## src/hw/rtl/mbet_pkg.sv

```systemverilog
`default_nettype none
package mbet_pkg;

	localparam int MAX_ITER   = 64;
	localparam int FRAC_BITS  = 13;
	localparam int COORD_W    = 17;
	localparam int SIDE_W     = 11;
	localparam int PIX_W      = 10;
	localparam int STEP_W     = COORD_W + 1;
	localparam int DVD_W      = COORD_W;
	localparam int DIV_STEPS  = DVD_W;
	localparam int DSTEP_W    = $clog2(DIV_STEPS);
	localparam int ZW         = 30;
	localparam int PW         = 2 * ZW;
	localparam int CNT_W      = $clog2(MAX_ITER + 1);
	localparam int ESC_LIMIT  = 4 << FRAC_BITS;
	localparam int ADDR_W     = 5;
	localparam int DATA_W     = 32;

	typedef logic signed [COORD_W-1:0] coord_t;
	typedef logic        [SIDE_W-1:0]  side_t;
	typedef logic signed [STEP_W-1:0]  step_t;
	typedef logic signed [ZW-1:0]      z_t;
	typedef logic signed [PW-1:0]      prod_t;
	typedef logic        [CNT_W-1:0]   count_t;
	typedef logic        [PIX_W-1:0]   pix_t;
	typedef logic        [2:0]         reg_idx_t;

	localparam reg_idx_t REG_REAL_MIN = 3'd0;
	localparam reg_idx_t REG_REAL_MAX = 3'd1;
	localparam reg_idx_t REG_IMAG_MIN = 3'd2;
	localparam reg_idx_t REG_IMAG_MAX = 3'd3;
	localparam reg_idx_t REG_WIDTH    = 3'd4;
	localparam reg_idx_t REG_HEIGHT   = 3'd5;

	localparam coord_t RST_REAL_MIN = -17'sd10650;
	localparam coord_t RST_REAL_MAX = -17'sd10158;
	localparam coord_t RST_IMAG_MIN = -17'sd245;
	localparam coord_t RST_IMAG_MAX = 17'sd819;
	localparam side_t  RST_WIDTH    = 11'd64;
	localparam side_t  RST_HEIGHT   = 11'd64;

	typedef struct packed {
		coord_t real_min;
		coord_t real_max;
		coord_t imag_min;
		coord_t imag_max;
		side_t  width;
		side_t  height;
	} cfg_t;

	typedef struct packed {
		logic cap;
		logic div_init;
		logic div_step;
		logic div_store;
		logic div_axis;
		logic c_mul;
		logic c_add;
		logic it_mul;
		logic it_upd;
		logic res_load;
	} dp_cmd_t;

	typedef struct packed {
		logic esc;
		logic at_max;
	} dp_sts_t;

endpackage
`default_nettype wire

```

## src/hw/rtl/mbet_regs.sv

```systemverilog
`default_nettype none
module mbet_regs (
	input  wire                       clk,
	input  wire                       arst_n,
	input  wire                       psel,
	input  wire                       penable,
	input  wire                       pwrite,
	input  wire [mbet_pkg::ADDR_W-1:0] paddr,
	input  wire [mbet_pkg::DATA_W-1:0] pwdata,
	output logic [mbet_pkg::DATA_W-1:0] prdata,
	output logic                      pready,
	output mbet_pkg::cfg_t            cfg,
	output logic                      cfg_wr
);
	import mbet_pkg::*;

	cfg_t     cfg_q;
	reg_idx_t idx;

	assign idx    = paddr[ADDR_W-1:2];
	assign pready = 1'b1;
	assign cfg_wr = psel & penable & pwrite;
	assign cfg    = cfg_q;

	always_ff @(posedge clk or negedge arst_n) begin
		if (!arst_n) begin
			cfg_q.real_min <= RST_REAL_MIN;
			cfg_q.real_max <= RST_REAL_MAX;
			cfg_q.imag_min <= RST_IMAG_MIN;
			cfg_q.imag_max <= RST_IMAG_MAX;
			cfg_q.width    <= RST_WIDTH;
			cfg_q.height   <= RST_HEIGHT;
		end else if (cfg_wr) begin
			unique case (idx)
				REG_REAL_MIN: cfg_q.real_min <= coord_t'(pwdata[COORD_W-1:0]);
				REG_REAL_MAX: cfg_q.real_max <= coord_t'(pwdata[COORD_W-1:0]);
				REG_IMAG_MIN: cfg_q.imag_min <= coord_t'(pwdata[COORD_W-1:0]);
				REG_IMAG_MAX: cfg_q.imag_max <= coord_t'(pwdata[COORD_W-1:0]);
				REG_WIDTH:    cfg_q.width    <= pwdata[SIDE_W-1:0];
				REG_HEIGHT:   cfg_q.height   <= pwdata[SIDE_W-1:0];
				default: ;
			endcase
		end
	end

	always_comb begin
		unique case (idx)
			REG_REAL_MIN: prdata = DATA_W'(cfg_q.real_min);
			REG_REAL_MAX: prdata = DATA_W'(cfg_q.real_max);
			REG_IMAG_MIN: prdata = DATA_W'(cfg_q.imag_min);
			REG_IMAG_MAX: prdata = DATA_W'(cfg_q.imag_max);
			REG_WIDTH:    prdata = DATA_W'(cfg_q.width);
			REG_HEIGHT:   prdata = DATA_W'(cfg_q.height);
			default:      prdata = '0;
		endcase
	end

endmodule
`default_nettype wire

```

## config.mk

```make
export PLATFORM = sky130hd
export DESIGN_NAME = mbet_regs
export DESIGN_NICKNAME = d
export VERILOG_FILES = /design/src/hw/rtl/mbet_pkg.sv /design/src/hw/rtl/mbet_regs.sv
export SDC_FILE = /design/constraint.sdc
export NUM_CORES = 1
export LEC_CHECK = 0
export BUFFER_PORTS_ARGS = -buffer_cell sky130_fd_sc_hd__buf_4
export CAP_MARGIN = 20
export CORE_MARGIN = 8
export CORE_UTILIZATION = 49
export DETAILED_ROUTE_END_ITERATION = 10
export PLACE_DENSITY = 0.8
export SYNTH_ARGS = -nofsm -noshare
export SYNTH_HDL_FRONTEND = slang
export SYNTH_SLANG_ARGS = --single-unit
```

## constraint.sdc

```tcl
create_clock -name clk -period 1.7 [get_ports clk]
set_input_delay 0 -clock clk [delete_from_list [all_inputs] [get_ports clk]]
set_output_delay 0 -clock clk [all_outputs]
set_load 0.05 [all_outputs]
```

==> parameters.txt <==
Parameter                              Value

Clocking
  Register clock-pin slew on the reported worst setup and hold paths ... 0.09 ns
  Insertion delay of the later-clocked pin in the worst-skew pair ... 0.34 ns
  Total number of clock tree sinks ... 90
  TritonCTS clock tree ... built
  Number of buffers added by the clock tree synthesis step ... 9
  Buffers from clock root to sink, at most ... 2
  H-tree levels ... 3
  Clk Tree Root Cell ... sky130_fd_sc_hd__clkbuf_8

Critical path
  Critical path class ... reg -> out
  Crit-path slowest cell ... sky130_fd_sc_hd__mux4_2
  Launching element type of the critical path ... register
  Largest fanout of any net on the critical path ... 8
  Sum of buffers and inverters on the critical path ... 1
  Ordered list of cells on the worst path ... mux4_2 > and2_4 > buf_4
  Kind of cell with the highest combined delay on the critical path ... multiplexers
  Worst path required time ... 1.70 ns
  Peak per-stage delay on the critical path ... 0.52 ns
  Worst Path Arrival ... 1.65 ns
  Crit. End Element ... primary output

Power
  Maximum ir drop on the vdd rail ... 0.916 mV
  Total power divided by cell area ... 1410 mW/mm²
  Final Total Pwr ... 8.40 mW
  Leakage ... 2.83 nW

Floorplanning
  Die Y-Extent ... 110 µm
  Boundary pin count ... 166
  Initial standard-cell utilization of the core ... 0.502
  DIE AREA ... 0.0122 mm²
  Floorplan row count ... 34
  Width of the die ... 110 µm
  CORE AREA ... 0.00868 mm²

Run
  Max_cap viols ... 0

Detailed routing
  Residual antenna-violating net count after detailed routing ... 0
  Drt first pass iters ... 4
  Via count ... 3,111
  Final routed wirelength across all metal layers ... 11,900 µm
  Routed len/inst ... 20.6 µm
  Vias per cell ... 5.37
  Initial DRC count ... 139
  Remaining routing DRC violations ... 0

Synth
  Cell type with the largest total area after synthesis ... sky130_fd_sc_hd__dfrtp_1
  Synth Register Bits ... 90
  Cell types with the largest area share after synthesis ... sky130_fd_sc_hd__dfrtp_1 30%, sky130_fd_sc_hd__mux2_2 27%, sky130_fd_sc_hd__dfstp_2 23%
  Sequential cell area fraction in the yosys report ... 0.528
  Cell count after synthesis ... 299
  Unique cell type count in the Yosys netlist ... 28
  Per-instance average area after synthesis ... 14.6 µm²
  Post-synth design cell area ... 0.00436 mm²
  Area share of the largest cell type after synthesis ... 0.299
  Syn nets ... 341
  Yosys warnings ... 0

STA
  Clock Skews ... 0 ns
  Pins over their slew limit ... 0
  Period Utilization, post-route ... 0.970
  Final number of setup-violating endpoints ... 0
  Final Critical Period ... 1.65 ns
  Total negative setup slack ... 0 ns
  Highest attainable clock frequency ... 0.606 GHz
  Unrepaired setup endpoints after global routing ... false
  Final-report hold violation count ... 0

Global route
  Met1 GRT Util ... 0.239
  First-pass GRT wire length ... 18,000 µm
  Total global-route track usage ... 0.192
  Number of global-route vias before repair ... 3,305
  Grt met3 use ... 0.0366
  GRT busiest layer ... met2
  Largest net degree at the start of global routing ... 49
  Number of antenna violations at the first check in global routing ... 0
  Fraction of met2 tracks used by global routing ... 0.333
  Total overflow reported by the global router ... 0

Layout
  Fraction of layout cells with a size suffix above 1 ... 0.737
  Area growth, synth to finish ... 37.3%
  Final Net Count ... 508
  Most common cell after layout, fill and taps aside ... sky130_fd_sc_hd__buf_4
  Max reg flops ... 90
  # diodes ... 0
  Commonest cells after routing, fill and taps aside ... 169 x sky130_fd_sc_hd__buf_4, 104 x sky130_fd_sc_hd__mux2_2, 52 x sky130_fd_sc_hd__dfrtp_1

Hold path
  Kind of path behind the tightest hold check ... in -> async

Place
  Routability congestion estimate ... 0.796
  Post-detailed-placement half-perimeter wirelength ... 8620 µm
  Number of port buffers ... 147

Outcome
  Run status ... finished, final reports clean
## where the power goes
part	total (mW)	internal, mW	switching, mW
logic	3.79	1.26	2.53
clock network	1.58	0.822	0.760
registers	3.04	2.69	0.344
## kinds of logic (layout without fill, tap and decap cells)
logic type | after synthesis | count (layout) | synth area share
mux | 125 | 125 | 0.334
flops | 90 | 90 | 0.528
buf+inv | 35 | 206 | 0.0586
simple gates | 32 | 33 | 0.0485
compound gates | 16 | 16 | 0.0296
other cells | 1 | 1 | 0.000861
## metrics by stage
stage	instance area [µm²]	hold slack, ns	std cells	utilization	setup slack, ns
detailed placement	5560	-0.151	543	0.641	0.138
global route	5980	0.0193	579	0.689	0.00370
CTS	5960	0.00995	577	0.687	0.0102
floorplan	4390	-0.296	299	-	0.0230
global placement	5560	-0.155	543	0.641	0.190
finish	5980	0.0230	579	0.689	0.0509
## synth_stat cells
cell	count
sky130_fd_sc_hd__a221oi_1	5
sky130_fd_sc_hd__a31oi_1	4
sky130_fd_sc_hd__and2_1	6
sky130_fd_sc_hd__buf_1	1
sky130_fd_sc_hd__buf_2	3
sky130_fd_sc_hd__buf_4	22
sky130_fd_sc_hd__buf_6	5
sky130_fd_sc_hd__clkbuf_1	2
sky130_fd_sc_hd__conb_1	1
sky130_fd_sc_hd__dfrtp_1	52
sky130_fd_sc_hd__dfstp_2	38
sky130_fd_sc_hd__inv_1	2
sky130_fd_sc_hd__mux2_2	104
sky130_fd_sc_hd__mux2i_1	15
sky130_fd_sc_hd__mux4_2	6
sky130_fd_sc_hd__nand2_1	14
sky130_fd_sc_hd__nand2b_1	1
sky130_fd_sc_hd__nand2b_4	1
sky130_fd_sc_hd__nand3_1	1
sky130_fd_sc_hd__nand4_2	1
sky130_fd_sc_hd__nor2_1	2
sky130_fd_sc_hd__nor2_4	1
sky130_fd_sc_hd__nor2b_1	1
sky130_fd_sc_hd__nor3_1	1
sky130_fd_sc_hd__nor3_4	2
sky130_fd_sc_hd__nor4_4	1
sky130_fd_sc_hd__o21a_1	1
sky130_fd_sc_hd__o221ai_1	6
## final cells by class
cell class,count,area (µm²)
Clock buffer,12,166
Timing Repair Buffer,188,1470
Multi-Input combinational cell,175,1850
Sequential cell,90,2300
Inverter,2,7.51
Tap cell,108,135
Fill cell,642,2700
Clock inverter,4,55.1
## path summary, 6_finish.rpt
kind / from / to / slack (ns) / cells after the start
max: cfg[38] / prdata[26] / 0.05 / 3
min: arst_n / cfg[86] / 0.02 / 2
max reg2reg: cfg[38] / cfg[38] / 0.82 / 2
min reg2reg: cfg[12] / cfg[12] / 0.54 / 1
max in group asynchronous: arst_n / cfg[83] / 1.01 / 3
min in group clk: paddr[4] / cfg[58] / 0.32 / 4
## routing by layer
layer | up-vias | share of wire
met3 | 9 | 0.067
met5 | - | 0
met4 | 0 | 0.012
met2 | 110 | 0.51
li1 | 1406 | -
met1 | 1586 | 0.41
## repair_timing
item                                    4_1_cts  5_1_grt
endpoints found under the setup margin       16       16
buffers inserted                              0        1
hold endpoints to repair                    155        0
hold buffers                                 18        0
gates resized for setup                       1        1
gates cloned                                  0        1
Power figures use the tool's default switching activity.
