## src/hw/rtl/mbet_pkg.sv

```systemverilog
`default_nettype none
package mbet_pkg;

	localparam int MAX_ITER   = 64;
	localparam int FRAC_BITS  = 13;
	localparam int COORD_W    = 17;
	localparam int SIDE_W     = 11;
	localparam int PIX_W      = 10;
	localparam int STEP_W     = COORD_W + 1;
	localparam int DVD_W      = COORD_W;
	localparam int DIV_STEPS  = DVD_W;
	localparam int DSTEP_W    = $clog2(DIV_STEPS);
	localparam int ZW         = 30;
	localparam int PW         = 2 * ZW;
	localparam int CNT_W      = $clog2(MAX_ITER + 1);
	localparam int ESC_LIMIT  = 4 << FRAC_BITS;
	localparam int ADDR_W     = 5;
	localparam int DATA_W     = 32;

	typedef logic signed [COORD_W-1:0] coord_t;
	typedef logic        [SIDE_W-1:0]  side_t;
	typedef logic signed [STEP_W-1:0]  step_t;
	typedef logic signed [ZW-1:0]      z_t;
	typedef logic signed [PW-1:0]      prod_t;
	typedef logic        [CNT_W-1:0]   count_t;
	typedef logic        [PIX_W-1:0]   pix_t;
	typedef logic        [2:0]         reg_idx_t;

	localparam reg_idx_t REG_REAL_MIN = 3'd0;
	localparam reg_idx_t REG_REAL_MAX = 3'd1;
	localparam reg_idx_t REG_IMAG_MIN = 3'd2;
	localparam reg_idx_t REG_IMAG_MAX = 3'd3;
	localparam reg_idx_t REG_WIDTH    = 3'd4;
	localparam reg_idx_t REG_HEIGHT   = 3'd5;

	localparam coord_t RST_REAL_MIN = -17'sd10650;
	localparam coord_t RST_REAL_MAX = -17'sd10158;
	localparam coord_t RST_IMAG_MIN = -17'sd245;
	localparam coord_t RST_IMAG_MAX = 17'sd819;
	localparam side_t  RST_WIDTH    = 11'd64;
	localparam side_t  RST_HEIGHT   = 11'd64;

	typedef struct packed {
		coord_t real_min;
		coord_t real_max;
		coord_t imag_min;
		coord_t imag_max;
		side_t  width;
		side_t  height;
	} cfg_t;

	typedef struct packed {
		logic cap;
		logic div_init;
		logic div_step;
		logic div_store;
		logic div_axis;
		logic c_mul;
		logic c_add;
		logic it_mul;
		logic it_upd;
		logic res_load;
	} dp_cmd_t;

	typedef struct packed {
		logic esc;
		logic at_max;
	} dp_sts_t;

endpackage
`default_nettype wire

```

## src/hw/rtl/mbet_ctrl.sv

```systemverilog
`default_nettype none
module mbet_ctrl (
	input  wire                clk,
	input  wire                arst_n,
	input  wire                in_valid,
	output logic               in_stall,
	output logic               out_valid,
	input  wire                out_stall,
	input  wire                cfg_wr,
	input  mbet_pkg::dp_sts_t  sts,
	output mbet_pkg::dp_cmd_t  cmd
);
	import mbet_pkg::*;

	typedef enum logic [3:0] {
		S_IDLE,
		S_DINIT,
		S_DSTEP,
		S_DSTORE,
		S_CMUL,
		S_CADD,
		S_MUL,
		S_UPD,
		S_FIN
	} state_t;

	typedef logic [DSTEP_W-1:0] dstep_t;

	state_t state_q;
	logic   axis_q;
	logic   dirty_q;
	logic   out_valid_q;
	dstep_t step_q;
	logic   slot_free;

	assign slot_free = !out_valid_q || !out_stall;
	assign in_stall  = state_q != S_IDLE;
	assign out_valid = out_valid_q;

	always_comb begin
		cmd          = '0;
		cmd.cap      = (state_q == S_IDLE) && in_valid;
		cmd.div_axis = axis_q;
		unique case (state_q)
			S_IDLE:   ;
			S_DINIT:  cmd.div_init  = 1'b1;
			S_DSTEP:  cmd.div_step  = 1'b1;
			S_DSTORE: cmd.div_store = 1'b1;
			S_CMUL:   cmd.c_mul     = 1'b1;
			S_CADD:   cmd.c_add     = 1'b1;
			S_MUL:    cmd.it_mul    = !sts.at_max;
			S_UPD:    cmd.it_upd    = !sts.esc;
			S_FIN:    cmd.res_load  = slot_free;
			default:  ;
		endcase
	end

	always_ff @(posedge clk or negedge arst_n) begin
		if (!arst_n) begin
			state_q     <= S_IDLE;
			axis_q      <= 1'b0;
			dirty_q     <= 1'b1;
			out_valid_q <= 1'b0;
			step_q      <= '0;
		end else begin
			if (state_q == S_FIN && slot_free) begin
				out_valid_q <= 1'b1;
			end else if (out_valid_q && !out_stall) begin
				out_valid_q <= 1'b0;
			end
			unique case (state_q)
				S_IDLE: begin
					if (in_valid) begin
						axis_q  <= 1'b0;
						state_q <= dirty_q ? S_DINIT : S_CMUL;
					end
				end
				S_DINIT: begin
					step_q  <= '0;
					state_q <= S_DSTEP;
				end
				S_DSTEP: begin
					step_q <= step_q + 1'b1;
					if (step_q == dstep_t'(DIV_STEPS - 1)) begin
						state_q <= S_DSTORE;
					end
				end
				S_DSTORE: begin
					if (!axis_q) begin
						axis_q  <= 1'b1;
						state_q <= S_DINIT;
					end else begin
						state_q <= S_CMUL;
					end
				end
				S_CMUL: state_q <= S_CADD;
				S_CADD: state_q <= S_MUL;
				S_MUL:  state_q <= sts.at_max ? S_FIN : S_UPD;
				S_UPD:  state_q <= sts.esc ? S_FIN : S_MUL;
				S_FIN: begin
					if (slot_free) begin
						state_q <= S_IDLE;
					end
				end
				default: state_q <= S_IDLE;
			endcase
			if (cfg_wr) begin
				dirty_q <= 1'b1;
			end else if (state_q == S_DSTORE && axis_q) begin
				dirty_q <= 1'b0;
			end
		end
	end

`ifndef SYNTH
	a_accept_starts: assert property (@(posedge clk) disable iff (!arst_n)
		(in_valid && !in_stall) |=> (state_q == S_DINIT || state_q == S_CMUL))
		else $error("request accepted but no computation started");

	a_load_free: assert property (@(posedge clk) disable iff (!arst_n)
		cmd.res_load |-> (!out_valid_q || !out_stall))
		else $error("result loaded over an untaken result");

	a_esc_finishes: assert property (@(posedge clk) disable iff (!arst_n)
		(state_q == S_UPD && sts.esc) |=> (state_q == S_FIN))
		else $error("escape did not end the iteration");

	a_step_bound: assert property (@(posedge clk) disable iff (!arst_n)
		(state_q == S_DSTEP) |-> (step_q <= dstep_t'(DIV_STEPS - 1)))
		else $error("divide step counter overran");

	a_fin_valid: assert property (@(posedge clk) disable iff (!arst_n)
		(state_q == S_FIN && slot_free) |=> out_valid)
		else $error("finished result not presented");
`endif

endmodule
`default_nettype wire

```

## config.mk

```make
export PLATFORM = sky130hd
export DESIGN_NAME = mbet_ctrl
export DESIGN_NICKNAME = d
export VERILOG_FILES = /design/src/hw/rtl/mbet_pkg.sv /design/src/hw/rtl/mbet_ctrl.sv
export SDC_FILE = /design/constraint.sdc
export NUM_CORES = 1
export LEC_CHECK = 0
export BUFFER_PORTS_ARGS = -buffer_cell sky130_fd_sc_hd__buf_2
export CAP_MARGIN = 20
export CELL_PAD_IN_SITES_DETAIL_PLACEMENT = 0
export CELL_PAD_IN_SITES_GLOBAL_PLACEMENT = 2
export CORE_MARGIN = 2
export CORE_UTILIZATION = 29
export DETAILED_ROUTE_END_ITERATION = 10
export GPL_TIMING_DRIVEN = 0
export HOLD_SLACK_MARGIN = 0.06
export PLACE_DENSITY_LB_ADDON = 0.1
export SLEW_MARGIN = 20
export SYNTH_ARGS = -nofsm -noshare
export SYNTH_HDL_FRONTEND = slang
export SYNTH_SLANG_ARGS = --single-unit
```

## constraint.sdc

```tcl
create_clock -name clk -period 2 [get_ports clk]
set_input_delay 0.1 -clock clk [delete_from_list [all_inputs] [get_ports clk]]
set_output_delay 0.1 -clock clk [all_outputs]
set_load 0.02 [all_outputs]
```

==> summary.txt, run 1 <==
Outcome
  – Status: complete, no violations

Global routing
  – Vias in the first global route: between 500 and 600
  – GRT Overall Usage: 0.1240
  – Maximum number of pins on one net before global-route repair: 13
  – Initial antenna violation count: 0
  – First-pass GRT wire length: 2532 µm
  – Leftover overflow at the end of global routing: 0

Finish
  – Post-layout util: 0.3947
  – Post-Layout Cell Count: between 100 and 150
  – FF+latch area: approximately 300 µm²
  – Final instance area: between 800 and 900 µm²
  – FILL cells: between 200 and 250
  – Layout cell share with drive strength beyond 1: 0.2772
  – Footprint of the multi-input gates: 367.9 µm²
  – Fin nets: about 110
  – Layout overhead on the synthesized area: 25.74%
  – Antenna cells: 0

Clocking
  – H-tree levels: 1
  – CTS sink cnt: 12
  – Clk pin slew, worst setup/hold paths: 0.07 ns
  – CTS tree: yes
  – Clk root buf: clkbuf_4
  – CTS Buf Count: 3
  – CTS max path bufs: 2
  – Clock Latency Late Sink: ~0.26 ns

Routing
  – Drt wl/cell: 11.47 µm
  – Vias: approximately 620
  – Final WL: approximately 1500 µm
  – ANT nets after route: 0
  – Drt first pass iters: 2
  – Vias per cell: between 4 and 5
  – Initial DRC count: 7
  – Residual DRC count: 0

Synthesis
  – Share of the synthesized area in the top cell type: 0.3853
  – Largest family of logic cells by synthesized area: simple AND/OR/NAND/NOR gates
  – FF+latch count, synth: 12
  – Register area share after synthesis: 0.4221
  – Compound-Gate Fraction of Synth Area: 0.1313
  – Most common cell in the synthesized netlist: dfrtp_1
  – Top post-synthesis cells by area: dfrtp_1, mux2i_1, nand2_1
  – Post-synthesis average cell area: roughly 9.3 µm²
  – Ys flop type: dfrtp_1
  – Async S/R FF share, synth: 1.000
  – Cells after Synth: 77
  – Synth cell types: 34
  – Syn Nets: 86
  – Mapped Area: around 710 µm²
  – Yosys Warn Count: 0
  – Post-synthesis mux area share: 0.05604
  – Top cells by count, synth: dfrtp_1, nand2_1
  – Post-Synth Simple-Gate Area: 0.2890
  – EDFF count, synth: 0
  – Adder-Cell Fraction of Synth Area: 0.03503
  – Leading area contributor after synthesis: dfrtp_1
  – XOR/XNOR share of the synthesized area: 0

Power and ir drop
  – Worst vdd ir: ~0.46 mV
  – P_leak: between 0.4 and 0.5 nW
  – Pwr/cell area: about 1400 mW/mm²
  – Tot Pwr: 1.225 mW

Setup path
  – Worst path bufs/invs: 2
  – Critical path data required time: between 1.5 and 2 ns
  – Critical Path AT: ~1.7 ns
  – CP cell instances: or4b_1, inv_1, buf_2
  – CP startpoint: state_q[3]
  – CP Max Fanout: 9
  – Crit end category: output port
  – Startpoint types: flip-flop
  – Crit path max-delay cell type: or4b_1
  – Worst Path Class, Setup: reg2out
  – Worst R2R Start: state_q[3]
  – R2R cell count: 4
  – Levels on crit path: 3
  – Critical Path Max Stage Delay: 0.65 ns
  – Largest delay share family, worst path: simple AND/OR/NAND/NOR gates

Timing
  – Slew at the pin closest to its max-slew limit: 0.4114 ns
  – Crit share post-route: 0.8900
  – Fin Setup TNS: 0 ns
  – Relative slew slack: 0.7257
  – Clk_skew: 0.001228 ns
  – Setup-failing EPs final: 0
  – Tmin final: 1.780 ns
  – Max Clock Freq: ~0.56 GHz
  – Final Hold Slack: approximately 0.076 ns
  – Fin worst setup slack: between 0.2 and 0.25 ns
  – Unrepaired setup endpoints after global routing: no
  – Hold Violations, Final: 0
  – Slew Limit Fails: 0

Placed design
  – Placed cell area: around 840 µm²
  – Pre-CTS setup slack: 0.3878 ns
  – Dpl cells: approximately 120
  – Hpwl dp: 1194 µm
  – PortBufs: 18
  – Global placement routability congestion: between 0.7 and 0.8

Floorplan
  – Core ar.: about 0.0023 mm²
  – Die Area: 0.002877 mm²
  – Die Wd: approximately 54 µm
  – Initial Util: 0.3139
  – Die H: around 54 µm
  – Core Rows: 17
  – Ports: 19

Min path
  – Hold path startpoint: out_stall
  – Worst hold-check path type: in2reg
  – Hold path depth: 3

Run
  – Max-Cap Viols: 0
## cell type report
class                   instances  share of cell area
plain buffers                   5             0.02646
clock buffers                   4             0.04039
inverters                       5             0.02646
multi-input cells              55              0.4095
flip-flops and latches         12              0.3357
well taps                      28             0.03900
repair buffers                 20              0.1226
## what timing repair did
item                                   4_1_cts  5_1_grt
gates resized for setup                      0        1
buffers inserted                             0        0
setup endpoints to repair                    0        1
hold buffers                                 2        0
endpoints found under the hold margin       13        0
## where the power goes
part	leakage [nW]	internal (mW)	switching, mW	total [mW]
Sequential	0.155	0.321	0.0863	0.407
Combinational	0.288	0.262	0.373	0.635
Clock	0.0210	0.110	0.0725	0.183
## flip-flops by register name, indices dropped and copies added, names as in the netlist
| signal | cells |
|---|---|
| axis_q | 1 |
| state_q | 4 |
| step_q | 5 |
| out_valid | 1 |
| dirty_q | 1 |
## tightest hold or removal path: cells and delay by family
| kind | cells | cell delay [ns] |
|---|---|---|
| AND/OR/NAND/NOR | 2 | 0.12 |
| buffers and inverters | 1 | 0.09 |
## per-layer routing
layer | wire length (µm) | up-vias | global-route usage
met3 | 78 | 2 | 0.05833
met4 | 9 | 0 | 0.02564
met1 | 770 | 284 | 0.1652
met5 | 0 | - | 0
li1 | - | 327 | -
met2 | 620 | 11 | 0.1831
## layout by cell type, fill, tap and decap left out, types with 2 or more instances in the layout
master          n
a21o_1          2
a21oi_1         2
a22o_1          2
buf_2          19
clkbuf_1        3
clkbuf_4        3
dfrtp_1        11
dlygate4sd3_1   2
ha_1            2
inv_1           4
mux2i_1         4
nand2_1         9
nand2b_1        3
nand3_1         2
nand4_1         2
nor2_1          3
nor2b_1         2
nor3_1          4
nor4_1          2
or4b_1          2
## worst paths after layout
check | slack (ns) | endpoint
max in group asynchronous | 1.50 | dirty_q
worst min register to register | 0.49 | step_q[4]
min in group asynchronous | 0.24 | state_q[2]
worst min-delay path | 0.08 | out_valid
worst max register to register | 0.38 | step_q[2]
worst max-delay path | 0.22 | cmd[8]
## kinds of logic (layout without fill, tap and decap cells)
group | after synthesis | in the layout
simple gates | 36 | 36
fa+ha+maj | 2 | 2
buf+inv | 10 | 34
compound gates | 13 | 13
flops | 12 | 12
mux | 4 | 4
Power figures use the tool's default switching activity.
==> run 2: changes to the inputs <==
--- a/config.mk
+++ b/config.mk
@@ -7,7 +7,7 @@
 export LEC_CHECK = 0
 export BUFFER_PORTS_ARGS = -buffer_cell sky130_fd_sc_hd__buf_2
 export CAP_MARGIN = 20
-export CELL_PAD_IN_SITES_DETAIL_PLACEMENT = 0
+export CELL_PAD_IN_SITES_DETAIL_PLACEMENT = 1
 export CELL_PAD_IN_SITES_GLOBAL_PLACEMENT = 2
 export CORE_MARGIN = 2
 export CORE_UTILIZATION = 29
==> run 2 against run 1 <==
  * Maximum frequency is 0.49% lower
  * Global-route usage is 1.6 points higher
  * Setup slack worse by 0.0087 ns
  * Core utilization stayed put
  * Combinational power is 1% higher
  * First-iteration DRC count is 14% lower
  * Critical path type unchanged
  * Highest routed layer is now met3
==> summary.txt, run 2 (synthesized netlist as in run 1, its figures left out) <==
Timing
  – Tmin final: 1.789 ns (+0.008686 ns)
  – Slew at the pin closest to its max-slew limit: 0.4014 ns (-0.01003 ns)
  – Fin Setup TNS: 0 ns (unchanged)
  – Slew Limit Fails: 0 (unchanged)
  – Hold Violations, Final: 0 (unchanged)
  – Setup-failing EPs final: 0 (unchanged)
  – Crit share post-route: 0.8944 (+0.004343)
  – Clk_skew: 0.0004629 ns (-0.0007651 ns)
  – Max Clock Freq: 0.5591 GHz (-0.49%)
  – Relative slew slack: 0.7324 (+0.006686)
  – Final Hold Slack: 0.06941 ns (-0.006334 ns)
  – Unrepaired setup endpoints after global routing: no

Min path
  – Hold path startpoint: out_stall
  – Worst hold-check path type: in2reg
  – Hold path depth: 3 (unchanged)
  – Hold Path Sink: out_valid

Floorplan
  – Core ar.: 0.002276 mm² (unchanged)
  – Die Area: 0.002877 mm² (unchanged)
  – Core Rows: 17 (unchanged)
  – Die H: 53.64 µm (unchanged)
  – Ports: 19 (unchanged)
  – Die Wd: 53.64 µm (unchanged)
  – Initial Util: 0.3139 (unchanged)

Clocking
  – CTS sink cnt: 12 (unchanged)
  – Clk root buf: clkbuf_4
  – H-tree levels: 1 (unchanged)
  – Clk pin slew, worst setup/hold paths: 0.07 ns (about the same)
  – CTS max path bufs: 2 (unchanged)
  – CTS Buf Count: 3 (unchanged)
  – CTS tree: yes
  – Clock Latency Late Sink: 0.27 ns (about the same)

Setup path
  – Startpoint types: flip-flop
  – Critical Path AT: 1.69 ns (about the same)
  – R2R cell count: 5 (+1)
  – Crit end category: output port
  – Worst R2R Start: state_q[3]
  – Worst Path Class, Setup: reg2out
  – R2R setup slack: 0.35 ns (-0.03 ns)
  – Critical path data required time: 1.90 ns (about the same)
  – Worst r2r dst: step_q[4]
  – CP Max Fanout: 9 (unchanged)

Finish
  – Top flop regs: step_q x5, state_q x4
  – Most common cell after layout, fill and taps aside: buf_2
  – Layout cell share with drive strength beyond 1: 0.2772 (unchanged)
  – Layout overhead on the synthesized area: 25.74% (unchanged)
  – Top reg by flops: step_q
  – Commonest cells after routing, fill and taps aside: buf_2, dfrtp_1, nand2_1
  – Fin nets: 111 (unchanged)
  – FILL cells: 280 (+22%)
  – Antenna cells: 0 (unchanged)
  – Max reg flops: 5 (unchanged)

Routing
  – Initial DRC count: 6 (-1)
  – ANT nets after route: 0 (unchanged)
  – Drt first pass iters: 3 (+1)
  – Vias per cell: 5.000 (+3.4%)
  – Drt wl/cell: 13.33 µm (+16%)
  – Final WL: 1719 µm (+16%)
  – Vias: 645 (+3.4%)
  – Residual DRC count: 0 (unchanged)

Power and ir drop
  – Pwr/cell area: 1384 mW/mm² (+1.5%)
  – P_leak: 0.4640 nW (unchanged)
  – Worst vdd ir: 0.5233 mV (+14%)

Placed design
  – Hpwl dp: 1320 µm (+11%)
  – Global placement routability congestion: 0.7583 (unchanged)
  – PortBufs: 18 (unchanged)

Global routing
  – GR Layer Usage met3: 0.05000 (-0.008333)
  – Initial antenna violation count: 0 (unchanged)
  – Met2 usage: 0.2160 (+0.03292)
  – Met1 global-route usage: 0.1884 (+0.02312)
  – GRT Overall Usage: 0.1396 (+0.01555)
  – Busiest grt layer: met2
  – Leftover overflow at the end of global routing: 0 (unchanged)
  – Maximum number of pins on one net before global-route repair: 13 (unchanged)
  – First-pass GRT wire length: 2829 µm (+12%)
  – Vias in the first global route: 621 (+11%)

Outcome
  – Status: complete, no violations

Run
  – Max-Cap Viols: 0 (unchanged)
[run 2: worst max path at each step]
stage | from | endpoint | slack (ns) | cells after the start
global placement | state_q[3] | step_q[4] | 0.38 | 5
CTS | state_q[1] | cmd[0] | 0.18 | 5
floorplan | state_q[3] | step_q[2] | 0.41 | 4
finish | state_q[3] | cmd[7] | 0.21 | 4
detailed placement | state_q[3] | step_q[4] | 0.34 | 5
global route | state_q[1] | cmd[0] | 0.09 | 5
[run 2: area by class of cell]
type	count	area, µm²	area share
Multi-Input combinational cell	55	367.9	0.4095
Clock buffer	4	36.28	0.04039
Buffer	5	23.77	0.02646
Inverter	5	23.77	0.02646
Timing Repair Buffer	20	110.1	0.1226
Tap cell	28	35.03	0.03900
Sequential cell	12	301.5	0.3357
[run 2: power breakdown]
part	switching [mW]	total, mW	internal [mW]
clock network	0.0796	0.190	0.111
logic	0.380	0.643	0.262
registers	0.0893	0.410	0.321
total	0.549	1.24	0.694
[run 2: metrics by stage]
| stage | instance area [µm²] | worst slack (ns) | util | cells | total power [mW] |
|---|---|---|---|---|---|
| finish | 898.4 | 0.2113 | 0.3947 | 129 | 1.243 |
| global route | 898.4 | 0.08845 | 0.3947 | 129 | 1.365 |
| CTS | 895.9 | 0.1800 | 0.3936 | 129 | 1.262 |
| detailed placement | 839.6 | 0.3446 | 0.3689 | 123 | 1.059 |
| global placement | 839.6 | 0.3785 | 0.3689 | 123 | 1.051 |
| floorplan | 714.4 | 0.4118 | - | 77 | 0.8683 |
[run 2: critical path, cell delays in order (launching register included)]
cell and delay (ns):
dfrtp_1 0.47, or4b_1 0.54, buf_2 0.18, clkinv_4 0.07, buf_2 0.15
[run 2: timing repair]
item                                    4_1_cts  5_1_grt
resized for setup                             0        1
setup buffers                                 0        0
hold endpoints to repair                     13        0
hold buffers                                  2        0
endpoints found under the setup margin        0        1
[run 2: routing by layer]
layer	routed length, µm	up-vias
met5	0	-
met4	0	0
met3	70	0
met2	761	11
met1	887	311
li1	-	323
==> run 3: changes to the inputs <==
--- a/config.mk
+++ b/config.mk
@@ -5,12 +5,13 @@
 export SDC_FILE = /design/constraint.sdc
 export NUM_CORES = 1
 export LEC_CHECK = 0
+export ABC_AREA = 1
 export BUFFER_PORTS_ARGS = -buffer_cell sky130_fd_sc_hd__buf_2
 export CAP_MARGIN = 20
 export CELL_PAD_IN_SITES_DETAIL_PLACEMENT = 1
 export CELL_PAD_IN_SITES_GLOBAL_PLACEMENT = 2
 export CORE_MARGIN = 2
-export CORE_UTILIZATION = 29
+export CORE_UTILIZATION = 28
 export DETAILED_ROUTE_END_ITERATION = 10
 export GPL_TIMING_DRIVEN = 0
 export HOLD_SLACK_MARGIN = 0.06
==> run 3 against run 2 <==
  * Final cell count up 16%
  * Synthesized cell count rose by 23%
  * Global-route usage grew 0.24 points
  * Via count rose by 7.3%
  * Largest power group unchanged
  * Area after synthesis is 2.6% higher
  * Routed wire length increased by 1.6%
  * Largest cell class unchanged
  * First-iteration DRC count rose by 67%
==> summary.txt, run 3 <==
Power and ir drop
  – Switching Power: 0.6711 mW (+22%)
  – P_leak: 0.5541 nW (+19%)
  – Worst vdd ir: 0.5919 mV (+13%)
  – Sequential group share of total power: 0.311 (-0.019)
  – Comb power frac: 0.567 (+0.050)
  – Net Sw Frac: 0.5013 (+0.05947)
  – Pwr/cell area: 1460 mW/mm² (+5.5%)
  – Clock network power share: 0.122 (-0.031)
  – Cell Int Power: 0.6675 mW (-3.8%)

Finish
  – FILL cells: 315 (+13%)
  – Max reg flops: 5 (unchanged)
  – Layout overhead on the synthesized area: 25.09%
  – Commonest cells after routing, fill and taps aside: inv_1, nand3_1, buf_2, nand2_1, dfrtp_1
  – Top reg by flops: step_q
  – Fin nets: 130 (+17%)
  – Antenna cells: 0 (unchanged)
  – Layout cell share with drive strength beyond 1: 0.3083 (+0.03111)
  – Top flop regs: step_q x5, state_q x4
  – Post-layout util: 0.3702 (-0.02452)

Synthesis
  – Yosys Warn Count: 0 (unchanged)
  – FF+latch count, synth: 12 (unchanged)
  – Post-synthesis average cell area: 7.718 µm² (-17%)
  – Cells after Synth: 95 (+23%)
  – Mapped Area: 733.2 µm² (+2.6%)
  – Ys flop type: dfrtp_1
  – Top cells by count, synth: inv_1, nand3_1, dfrtp_1, nand2_1, nor2_1
  – Top post-synthesis cells by area: dfrtp_1, nand3_1, inv_1
  – Syn Nets: 104 (+21%)
  – Register area share after synthesis: 0.4113 (-0.01080)
  – Synth cell types: 21 (-38%)
  – Share of the synthesized area in the top cell type: 0.3754 (-0.009862)
  – Async S/R FF share, synth: 1.000 (unchanged)
  – EDFF count, synth: 0 (unchanged)
  – Leading area contributor after synthesis: dfrtp_1

Setup path
  – Crit path max-delay cell type: dfrtp_1
  – Critical path data required time: 1.90 ns (about the same)
  – Worst Path Class, Setup: reg2out
  – Critical Path AT: 1.45 ns (-0.24 ns)
  – R2R setup slack: 0.70 ns (+0.35 ns)
  – CP Max Fanout: 7 (-2)
  – CP cell instances: nor2_2, nand3_1, nor2_1, buf_2
  – Startpoint types: flip-flop
  – Crit end category: output port
  – Critical Path Max Stage Delay: 0.46 ns (-0.08 ns)

Clocking
  – CTS max path bufs: 2 (unchanged)
  – H-tree levels: 1 (unchanged)
  – Clk pin slew, worst setup/hold paths: 0.08 ns (about the same)
  – CTS tree: yes
  – CTS sink cnt: 12 (unchanged)
  – CTS Buf Count: 3 (unchanged)
  – Clk root buf: clkbuf_4
  – Clock Latency Late Sink: 0.28 ns (about the same)
  – Setup bufs post-CTS: 0 (unchanged)

Routing
  – Vias per cell: 4.613 (-7.7%)
  – ANT nets after route: 0 (unchanged)
  – Drt wl/cell: 11.64 µm (-13%)
  – Residual DRC count: 0 (unchanged)
  – Final WL: 1746 µm (+1.6%)
  – Initial DRC count: 10 (+4)
  – Vias: 692 (+7.3%)
  – Drt first pass iters: 2 (-1)

Global routing
  – First-pass GRT wire length: 2911 µm (+2.9%)
  – Initial antenna violation count: 0 (unchanged)
  – Maximum number of pins on one net before global-route repair: 13 (unchanged)
  – Vias in the first global route: 668 (+7.6%)
  – GRT Overall Usage: 0.1421 (+0.002449)
  – Leftover overflow at the end of global routing: 0 (unchanged)

Placed design
  – PortBufs: 18 (unchanged)
  – Hpwl dp: 1367 µm (+3.6%)
  – Pre-CTS setup slack: 0.6775 ns (+0.3330 ns)
  – Global placement routability congestion: 0.6947 (-8.4%)

Run
  – Max-Cap Viols: 0 (unchanged)

Floorplan
  – Core Rows: 18 (+1)
  – Die Area: 0.003044 mm² (+5.8%)
  – Die H: 55.17 µm (+2.9%)
  – Core ar.: 0.002477 mm² (+8.9%)
  – Ports: 19 (unchanged)
  – Initial Util: 0.2960 (-0.01795)
  – Die Wd: 55.17 µm (+2.9%)

Timing
  – Fin Setup TNS: 0 ns (unchanged)
  – Max Clock Freq: 0.6450 GHz (+15%)
  – Slew Limit Fails: 0 (unchanged)
  – Tmin final: 1.550 ns (-0.2383 ns)
  – Clk_skew: 0.005663 ns (+0.005201 ns)
  – Relative slew slack: 0.8039 (+0.07150)
  – Crit share post-route: 0.7752 (-0.1192)
  – Hold Violations, Final: 0 (unchanged)
  – Fin worst setup slack: 0.4496 ns (+0.2383 ns)
  – Unrepaired setup endpoints after global routing: no
  – Setup-failing EPs final: 0 (unchanged)
  – Slew at the pin closest to its max-slew limit: 0.2938 ns (-0.1076 ns)
  – Final Hold Slack: 0.08677 ns (+0.01737 ns)

Outcome
  – Status: complete, no violations

Min path
  – Worst hold-check path type: in2reg
-- run 3: cell types whose count changed after synthesis, moves of 4 or more --
cell,delta
inv_1,+15
mux2i_1,-4
nand3_1,+17
nor2_2,+4
nor3_1,-4
-- run 3: stage by stage --
step | total power [mW] | instance area, µm² | std cells
floorplan | 0.9759 | 733.2 | 95
global placement | 1.180 | 860.8 | 143
detailed placement | 1.196 | 860.8 | 143
CTS | 1.375 | 917.1 | 150
global route | 1.490 | 917.1 | 150
finish | 1.339 | 917.1 | 150
-- run 3: layer usage --
layer,part of all wire,global-route usage,vias to the layer above
met4,0.0086,0.03659,0
met2,0.49,0.2381,12
met5,0,0,-
li1,-,-,348
met3,0.042,0.05645,2
met1,0.46,0.1689,330
-- run 3: logic make-up after synthesis --
kind of cell | share of synthesized area
buffers and inverters | 0.1229
flip-flops | 0.4113
XOR/XNOR | 0.02390
AND/OR/NAND/NOR | 0.3464
AO/OA/AOI/OAI | 0.06143
adder cells (fa/ha/maj) | 0.03412
-- run 3: path summary, 6_finish.rpt --
| kind | endpoint | cells past startpoint | start |
|---|---|---|---|
| max in group asynchronous | dirty_q | 2 | arst_n |
| worst min-delay path | state_q[3] | 3 | sts[1] |
| worst max-delay path | cmd[0] | 4 | state_q[0] |
| min in group asynchronous | state_q[3] | 2 | arst_n |
| worst min register to register | out_valid | 2 | out_valid |
| worst max register to register | state_q[2] | 4 | state_q[0] |
-- run 3: area by class of cell --
class / instances / area (µm²) / area share
Buffer: 1 / 7.507 / 0.008186
Inverter: 22 / 82.58 / 0.09004
Sequential cell: 12 / 301.5 / 0.3288
Clock buffer: 4 / 26.28 / 0.02865
Tap cell: 30 / 37.54 / 0.04093
Timing Repair Buffer: 21 / 120.1 / 0.1310
Multi-Input combinational cell: 60 / 341.6 / 0.3724
-- run 3: worst max-delay path, delay by kind of cell, from the launching register on --
family | cells | cell delay (ns)
buffers and inverters | 1 | 0.16
AND/OR/NAND/NOR | 3 | 0.56
flip-flops | 1 | 0.46
-- run 3: timing repair --
action | in CTS | in global routing
gates resized for setup | 0 | 0
endpoints found under the setup margin | 0 | 0
endpoints found under the hold margin | 14 | 0
hold buffers | 3 | 0
-- run 3: power by group through the flow --
stage	combinational (mW)	clock, mW	sequential (mW)
2_1_floorplan	0.569	0	0.407
3_3_place_gp	0.763	0	0.417
3_5_place_dp	0.776	0	0.420
4_1_cts	0.783	0.174	0.418
5_1_grt	0.877	0.183	0.430
6_report	0.759	0.163	0.417
